## config.mk

```make
export PLATFORM = sky130hd
export DESIGN_NAME = led_blink_controller_core
export DESIGN_NICKNAME = d
export VERILOG_FILES = /design/src/hdl/lbc_pkg.sv /design/src/hdl/lbc_in_stage.sv /design/src/hdl/lbc_channel.sv /design/src/hdl/led_blink_controller_core.sv
export SDC_FILE = /design/constraint.sdc
export NUM_CORES = 1
export LEC_CHECK = 0
export ABC_AREA = 1
export BUFFER_PORTS_ARGS = -buffer_cell sky130_fd_sc_hd__buf_4
export CAP_MARGIN = 10
export CORE_MARGIN = 2
export CORE_UTILIZATION = 40
export DETAILED_ROUTE_END_ITERATION = 10
export GPL_TIMING_DRIVEN = 1
export SLEW_MARGIN = 20
export SYNTH_ARGS = -nofsm -noshare
export SYNTH_HDL_FRONTEND = slang
export SYNTH_SLANG_ARGS = --single-unit
```

## constraint.sdc

```tcl
create_clock -name clk -period 4.8 [get_ports clk]
set_clock_uncertainty 0.2 [all_clocks]
set_input_delay 0.24 -clock clk [delete_from_list [all_inputs] [get_ports clk]]
set_output_delay 0.24 -clock clk [all_outputs]
set_load 0.005 [all_outputs]
```

## src/hdl/lbc_pkg.sv

```systemverilog
`timescale 1ns / 1ps
// ----------------------------------------------------------------------------
// lbc_pkg
// Shared types and constants for the LED blink controller.
// ----------------------------------------------------------------------------
package lbc_pkg;

    localparam int NUM_CHANNELS_DEF = 3;
    localparam int TIME_BITS_DEF    = 32;

    // Widths fixed by the item format
    localparam int NOW_W  = 32;
    localparam int SEL_W  = 3;
    localparam int ARG_W  = 32;
    localparam int MASK_W = 3;

    typedef enum logic {
        OP_TICK    = 1'b0,
        OP_COMMAND = 1'b1
    } op_e_t;

    typedef enum logic [1:0] {
        CMD_BLINK = 2'd0,
        CMD_ONCE  = 2'd1,
        CMD_SET   = 2'd2,
        CMD_BAD   = 2'd3
    } cmd_e_t;

    typedef enum logic [1:0] {
        MODE_IDLE  = 2'd0,
        MODE_BLINK = 2'd1,
        MODE_ONCE  = 2'd2
    } mode_e_t;

    typedef enum logic [1:0] {
        ST_OK      = 2'd0,
        ST_BAD_LED = 2'd1,
        ST_BAD_CMD = 2'd2
    } status_e_t;

    typedef struct packed {
        op_e_t             operation;
        logic [NOW_W-1:0]  now_ms;
        logic [SEL_W-1:0]  led_select;
        cmd_e_t            command;
        logic [ARG_W-1:0]  first_arg;
        logic [ARG_W-1:0]  second_arg;
    } item_t;

    // Per-channel control for one item
    typedef struct packed {
        logic   advance;  // item in the input register is processed this cycle
        logic   tick;     // item is a time tick
        logic   sel;      // item is a command addressed to this channel
        cmd_e_t cmd;
    } chan_ctrl_t;

endpackage

```

## src/hdl/lbc_in_stage.sv

```systemverilog
`timescale 1ns / 1ps
// ----------------------------------------------------------------------------
// lbc_in_stage
// Input register: captures one item and holds it until it is processed.
// ----------------------------------------------------------------------------
module lbc_in_stage (
    input  logic           clk,
    input  logic           rst_n,
    input  logic           in_valid,
    output logic           in_stall,
    input  lbc_pkg::item_t item_in,
    input  logic           advance,
    output logic           item_valid,
    output lbc_pkg::item_t item_out
);
    import lbc_pkg::*;

    logic  valid_reg;
    logic  valid_next;
    item_t item_reg;
    logic  take;

    // Room when empty or when the held item leaves this cycle
    assign in_stall = valid_reg && !advance;
    assign take     = in_valid && !in_stall;

    always_comb
    begin
        if (take)
            valid_next = 1'b1;
        else if (advance)
            valid_next = 1'b0;
        else
            valid_next = valid_reg;
    end

    always_ff @(posedge clk or negedge rst_n)
    begin
        if (!rst_n)
            valid_reg <= 1'b0;
        else
            valid_reg <= valid_next;
    end

    always_ff @(posedge clk)
    begin
        if (take)
            item_reg <= item_in;
    end

    assign item_valid = valid_reg;
    assign item_out   = item_reg;

endmodule

```

## src/hdl/lbc_channel.sv

```systemverilog
`timescale 1ns / 1ps
// ----------------------------------------------------------------------------
// lbc_channel
// State and update logic of one LED channel.
// ----------------------------------------------------------------------------
module lbc_channel #(
    parameter int TIME_BITS = lbc_pkg::TIME_BITS_DEF
) (
    input  logic                     clk,
    input  logic                     rst_n,
    input  lbc_pkg::chan_ctrl_t      ctrl,
    input  logic [TIME_BITS-1:0]     now,
    input  logic [lbc_pkg::ARG_W-1:0] first_arg,
    input  logic [lbc_pkg::ARG_W-1:0] second_arg,
    output logic                     lit_next
);
    import lbc_pkg::*;

    mode_e_t              mode_reg, mode_next;
    logic [ARG_W-1:0]     on_reg, on_next;
    logic [ARG_W-1:0]     off_reg, off_next;
    logic                 lit_reg, lit_nxt;
    logic [TIME_BITS-1:0] deadline_reg, deadline_next;
    logic [ARG_W-1:0]     dur;
    logic [TIME_BITS-1:0] sum;
    logic                 due;

    assign due = (now >= deadline_reg);

    // Duration for the single deadline adder
    always_comb
    begin
        if (ctrl.tick)
            dur = lit_reg ? off_reg : on_reg;
        else
            dur = first_arg;
    end

    assign sum = now + TIME_BITS'(dur);

    always_comb
    begin
        mode_next     = mode_reg;
        on_next       = on_reg;
        off_next      = off_reg;
        lit_nxt       = lit_reg;
        deadline_next = deadline_reg;
        if (ctrl.tick)
        begin
            case (mode_reg)
                MODE_BLINK:
                begin
                    if (due)
                    begin
                        lit_nxt       = !lit_reg;
                        deadline_next = sum;
                    end
                end
                MODE_ONCE:
                begin
                    if (due)
                    begin
                        mode_next     = MODE_IDLE;
                        lit_nxt       = 1'b0;
                        deadline_next = now;
                    end
                end
                default:
                begin
                end
            endcase
        end
        else if (ctrl.sel)
        begin
            case (ctrl.cmd)
                CMD_BLINK:
                begin
                    mode_next     = MODE_BLINK;
                    on_next       = first_arg;
                    off_next      = second_arg;
                    lit_nxt       = 1'b1;
                    deadline_next = sum;
                end
                CMD_ONCE:
                begin
                    mode_next     = MODE_ONCE;
                    lit_nxt       = 1'b1;
                    deadline_next = sum;
                end
                CMD_SET:
                begin
                    mode_next     = MODE_IDLE;
                    lit_nxt       = (first_arg != '0);
                    deadline_next = now;
                end
                default:
                begin
                end
            endcase
        end
    end

    always_ff @(posedge clk or negedge rst_n)
    begin
        if (!rst_n)
        begin
            mode_reg     <= MODE_IDLE;
            on_reg       <= '0;
            off_reg      <= '0;
            lit_reg      <= 1'b0;
            deadline_reg <= '0;
        end
        else if (ctrl.advance)
        begin
            mode_reg     <= mode_next;
            on_reg       <= on_next;
            off_reg      <= off_next;
            lit_reg      <= lit_nxt;
            deadline_reg <= deadline_next;
        end
    end

    assign lit_next = lit_nxt;

endmodule

```

## src/hdl/led_blink_controller_core.sv

```systemverilog
`timescale 1ns / 1ps
// ----------------------------------------------------------------------------
// led_blink_controller_core
// Multi-channel LED blink engine: ticks advance blinking and single flashes,
// commands start blinking, start a flash, or set an LED steadily.
// ----------------------------------------------------------------------------
// Each item waits in an input register while every channel evaluates it in
// parallel (one deadline add and one unsigned compare per channel), and the
// result lands in an output register. Throughput is one item per clock unless
// out_stall holds the full output register; an accepted item passes the input
// register, then the output register, which raises out_valid.
// in_stall rises only when the input register holds an item and the output
// register holds an untaken result under out_stall. Deadlines wrap modulo
// 2**TIME_BITS. lit_mask/pin_mask carry the first three channels; bits of
// channels that do not exist read 0 in both.
// ----------------------------------------------------------------------------
module led_blink_controller_core #(
    parameter int NUM_CHANNELS = lbc_pkg::NUM_CHANNELS_DEF,
    parameter int TIME_BITS    = lbc_pkg::TIME_BITS_DEF
) (
    input  logic                       clk,
    input  logic                       rst_n,
    // item input
    input  logic                       in_valid,
    output logic                       in_stall,
    input  logic                       operation,
    input  logic [lbc_pkg::NOW_W-1:0]  now_ms,
    input  logic [lbc_pkg::SEL_W-1:0]  led_select,
    input  logic [1:0]                 command,
    input  logic [lbc_pkg::ARG_W-1:0]  first_arg,
    input  logic [lbc_pkg::ARG_W-1:0]  second_arg,
    // result output
    output logic                       out_valid,
    input  logic                       out_stall,
    output logic [lbc_pkg::MASK_W-1:0] lit_mask,
    output logic [lbc_pkg::MASK_W-1:0] pin_mask,
    output logic [1:0]                 status
);
    import lbc_pkg::*;

    localparam logic [SEL_W:0] CH_LIMIT = (SEL_W + 1)'(NUM_CHANNELS);

    item_t                 item_in;
    item_t                 item;
    logic                  item_valid;
    logic                  advance;
    logic [TIME_BITS-1:0]  now;
    logic                  is_tick;
    logic                  sel_ok;
    logic [NUM_CHANNELS-1:0] lit_next;

    logic                  out_valid_reg, out_valid_next;
    logic [MASK_W-1:0]     lit_mask_reg, lit_mask_next;
    logic [MASK_W-1:0]     pin_mask_reg, pin_mask_next;
    status_e_t             status_reg, status_next;

    assign item_in.operation  = op_e_t'(operation);
    assign item_in.now_ms     = now_ms;
    assign item_in.led_select = led_select;
    assign item_in.command    = cmd_e_t'(command);
    assign item_in.first_arg  = first_arg;
    assign item_in.second_arg = second_arg;

    // Process the held item when the result register is free or draining
    assign advance = item_valid && (!out_valid_reg || !out_stall);

    lbc_in_stage u_in_stage (
        .clk        (clk),
        .rst_n      (rst_n),
        .in_valid   (in_valid),
        .in_stall   (in_stall),
        .item_in    (item_in),
        .advance    (advance),
        .item_valid (item_valid),
        .item_out   (item)
    );

    assign now     = TIME_BITS'(item.now_ms);
    assign is_tick = (item.operation == OP_TICK);
    assign sel_ok  = ({1'b0, item.led_select} < CH_LIMIT);

    // One channel instance per LED, all evaluated in the same cycle
    for (genvar i = 0; i < NUM_CHANNELS; i++)
    begin : g_ch
        chan_ctrl_t ctrl;

        assign ctrl.advance = advance;
        assign ctrl.tick    = is_tick;
        assign ctrl.sel     = !is_tick && (item.led_select == SEL_W'(i));
        assign ctrl.cmd     = item.command;

        lbc_channel #(
            .TIME_BITS (TIME_BITS)
        ) u_ch (
            .clk        (clk),
            .rst_n      (rst_n),
            .ctrl       (ctrl),
            .now        (now),
            .first_arg  (item.first_arg),
            .second_arg (item.second_arg),
            .lit_next   (lit_next[i])
        );
    end

    // Masks: only channels that exist drive a bit
    for (genvar b = 0; b < MASK_W; b++)
    begin : g_mask
        if (b < NUM_CHANNELS)
        begin : g_on
            assign lit_mask_next[b] = lit_next[b];
            assign pin_mask_next[b] = !lit_next[b];
        end
        else
        begin : g_off
            assign lit_mask_next[b] = 1'b0;
            assign pin_mask_next[b] = 1'b0;
        end
    end

    // Bad LED id is checked before the command code
    always_comb
    begin
        if (is_tick)
            status_next = ST_OK;
        else if (!sel_ok)
            status_next = ST_BAD_LED;
        else if (item.command == CMD_BAD)
            status_next = ST_BAD_CMD;
        else
            status_next = ST_OK;
    end

    always_comb
    begin
        if (advance)
            out_valid_next = 1'b1;
        else if (!out_stall)
            out_valid_next = 1'b0;
        else
            out_valid_next = out_valid_reg;
    end

    always_ff @(posedge clk or negedge rst_n)
    begin
        if (!rst_n)
            out_valid_reg <= 1'b0;
        else
            out_valid_reg <= out_valid_next;
    end

    always_ff @(posedge clk)
    begin
        if (advance)
        begin
            lit_mask_reg <= lit_mask_next;
            pin_mask_reg <= pin_mask_next;
            status_reg   <= status_next;
        end
    end

    assign out_valid = out_valid_reg;
    assign lit_mask  = lit_mask_reg;
    assign pin_mask  = pin_mask_reg;
    assign status    = status_reg;

    // ------------------------------------------------------------------------
    // Assertions
    // ------------------------------------------------------------------------

    // An LED is never both lit and driven as unlit
    a_mask_disjoint: assert property (@(posedge clk) disable iff (!rst_n)
        out_valid |-> ((lit_mask & pin_mask) == '0))
        else $error("lit_mask and pin_mask overlap");

    // Input back-pressure only comes from a stalled, full result register
    a_stall_cause: assert property (@(posedge clk) disable iff (!rst_n)
        in_stall |-> (out_valid && out_stall))
        else $error("input stalled without output back-pressure");

    // A processed item always shows up as a result next cycle
    a_result_follows: assert property (@(posedge clk) disable iff (!rst_n)
        advance |=> out_valid)
        else $error("processed item produced no result");

endmodule
```

==> run_results.csv <==
group,metric,value,unit
clock_network,cts_tree,"done",
synth,synth.top_cells.by_area,"dfrtp_1, nand2_1, edfxtp_1, ha_1, o21ai_0",
sta,max_slew_margin,29.11,%
clock_network,cts_buffers,49,
sta,period_share,88.92,%
global_routing,gr-total-overflow,0,
clock_network,cts.path.max_buffers,3,
sta,setup_tns,0,ns
synth,synth-seq-cells,409,
finish,largest_register_ffs,102,
setup_path,end_kind,"flip-flop",
worst_hold_path,hp-class,"input pin to asynchronous set/reset pin",
clock_network,cts_root_buffer,"clkbuf_16",
detailed_routing,dr.pass1.iters,5,
sta,fmax,234.3,MHz
finish,syn2layout_area_growth,16.84,%
power_and_ir_drop,power.density,496.3,nW/µm²
clock_network,htreeDepth,2,
finish,nFillCells,6964,
setup_path,crit_required,5.09,ns
synth,avgSynthCellArea,7.145,µm²
outcome,outcome,"complete, no violations",
clock_network,clk_pin_slew,0.06,ns
synth,synth_flop_cell,"dfrtp_1",
synth,ys_types,47,
power_and_ir_drop,p_total,15.66,mW
finish,n_antenna_cell,0,
detailed_routing,drtIter0Drc,2027,
finish,finalNonFillerCells,4883,
sta,tightestPinTransition,1.063,ns
floorplanning,fp.dieH,263.8,µm
detailed_routing,remaining_drc_errors,0,
detailed_routing,wl_met3,5460,µm
finish,mostFrequentLayoutCells,"nand2_1, o21ai_0, inv_1, dfrtp_1, nor2_1",
sta,slew_viol_final,0,
job,drv_cap,0,
placement,port_buffers,115,
detailed_routing,postRouteAntennaNets,0,
finish,nets,4283,
synth,synth_edf_count,110,
detailed_routing,vias,25090,
floorplanning,core-area,67040,µm²
synth,synth_nets,4092,
synth,syn_area,27010,µm²
finish,drive_above_1_share,7.032,%
setup_path,startpoint_type,"flip-flop",
floorplanning,die_w,263.8,µm
detailed_routing,wl_per_cell,18.39,µm
synth,synth_top_area_share,27.70,%
global_routing,track_usage,25.79,%
clock_network,clk_latency,0.61,ns
sta,setup_viol,0,
placement,dp_hpwl,67040,µm
global_routing,first_global_vias,24200,
synth,ys_async_sr_fraction,73.11,%
synth,seq_area_frac_synth,39.94,%
placement,gp_congestion,0.9548,
synth,syn_inst,3780,
floorplanning,dieArea,69610,µm²
synth,ys_warn_count,0,
power_and_ir_drop,leakagePower,16.19,nW
sta,rsz0062_at_grt,"false",
setup_path,crit_type,"flip-flop to flip-flop",
floorplanning,pin_count,116,
clock_network,cts.sinks,409,
detailed_routing,wl_met2,39120,µm
global_routing,grt_max_degree,106,
detailed_routing,wl_met1,42570,µm
detailed_routing,via_per_inst,5.138,
setup_path,worstPathMaxFanout,53,
finish,final_common_cell,"nand2_1",
global_routing,antenna_found_initial,1,
setup_path,crit_arrival,4.56,ns
detailed_routing,wl,89800,µm
placement,dp_cells,4688,
floorplanning,start_util,40.29,%
power_and_ir_drop,ir_drop,0.3224,mV
detailed_routing,top_layer_used,"met5",
global_routing,grt_pass1_wl,138800,µm
sta,finalHoldViolations,0,
floorplanning,core.rowCount,95,
synth,yosysTopAreaCell,"dfrtp_1",
sta,fin_crit,4.268,ns
[area by class of cell]
type                    instances  area (µm²)  area share (%)
clock inverters                22       361.6           1.146
inverters                     510        1919           6.082
flip-flops and latches        409       10790           34.18
repair buffers                253        2220           7.034
well taps                     873        1092           3.461
multi-input cells            2748       13800           43.73
clock buffers                  68        1378           4.365
[cell families (layout without fill, tap and decap cells)]
logic type | after synthesis | in the layout | synth area share (%)
simple gates | 1820 | 1820 | 27.40
compound gates | 711 | 711 | 13.63
buf+inv | 623 | 853 | 9.048
flops | 409 | 409 | 39.94
fa+ha+maj | 206 | 206 | 9.627
xor+xnor | 11 | 11 | 0.3568
[per-layer routing]
metal	track usage, %	up-vias
li1	-	12580
met1	36.84	11700
met2	40.08	670
met3	4.139	140
met4	7.970	2
met5	0	-
[what timing repair did]
item                                   in CTS  in global routing
hold buffers                              105                  0
setup endpoints to repair                   0                  0
gates resized for setup                     0                  0
setup buffers                               0                  0
endpoints found under the hold margin     239                  0
[cells in the mapped netlist (7+ instances only)]
cell type / count
and2_1: 7
a31oi_1: 8
a21oi_1: 136
buf_4: 8
buf_2: 27
o21ai_1: 27
nand3b_1: 9
o22ai_1: 9
edfxtp_1: 110
o21ai_0: 499
xor2_1: 8
inv_2: 7
nand4_1: 27
inv_1: 499
clkbuf_1: 69
nand3_1: 177
ha_1: 203
o21bai_1: 15
nand2_1: 1231
dfrtp_1: 299
o211ai_1: 7
or2_2: 21
nor2_1: 298
nor3_1: 23
[worst max-delay path: stages, from the launching register on]
cell,delay [ns]
edfxtp_1,0.41
inv_2,0.62
buf_4,0.37
o21ai_0,0.11
o21ai_0,0.56
ha_1,0.36
nand2_1,0.15
nor2_1,0.14
inv_1,0.11
nor3_1,0.34
nand3_1,0.22
nand3_1,0.14
nand2_1,0.06
nand3_1,0.09
nand4_1,0.13
nand2_1,0.09
inv_1,0.04
[where the power goes]
part           internal (mW)  leakage [nW]  switching [mW]  total [mW]
Combinational           2.29          10.3            4.55        6.84
Sequential              4.33          4.99           0.463        4.80
Clock                   2.45         0.856            1.58        4.03
[path summary, 6_finish.rpt]
kind / startpoint / to / slack, ns / cells after the start
hold reg to reg: g_ch[2].u_ch.deadline_reg[18] / g_ch[2].u_ch.deadline_reg[18] / 0.28 / 2
max in group asynchronous: rst_n / g_ch[0].u_ch.on_reg[29] / 3.19 / 3
setup reg to reg: u_in_stage.item_out[101] / g_ch[0].u_ch.deadline_reg[23] / 0.53 / 16
setup / recovery: u_in_stage.item_out[101] / g_ch[0].u_ch.deadline_reg[23] / 0.53 / 16
hold / removal: rst_n / g_ch[0].u_ch.deadline_reg[4] / 0.06 / 2
min in group clk: now_ms[0] / u_in_stage.item_out[69] / 0.15 / 2
[metrics by stage]
step	worst slack, ns	cell area, µm²	utilization, %	hold slack, ns
after CTS	0.6347	31560	47.07	0.07950
final	0.5320	31560	47.07	0.05786
after global routing	0.2449	31560	47.07	0.1317
after global placement	0.6844	28770	42.91	0.1484
after detailed placement	0.6477	28770	42.91	0.1442
after floorplan	1.415	27010	-	-0.2556
Power figures use the tool's default switching activity.
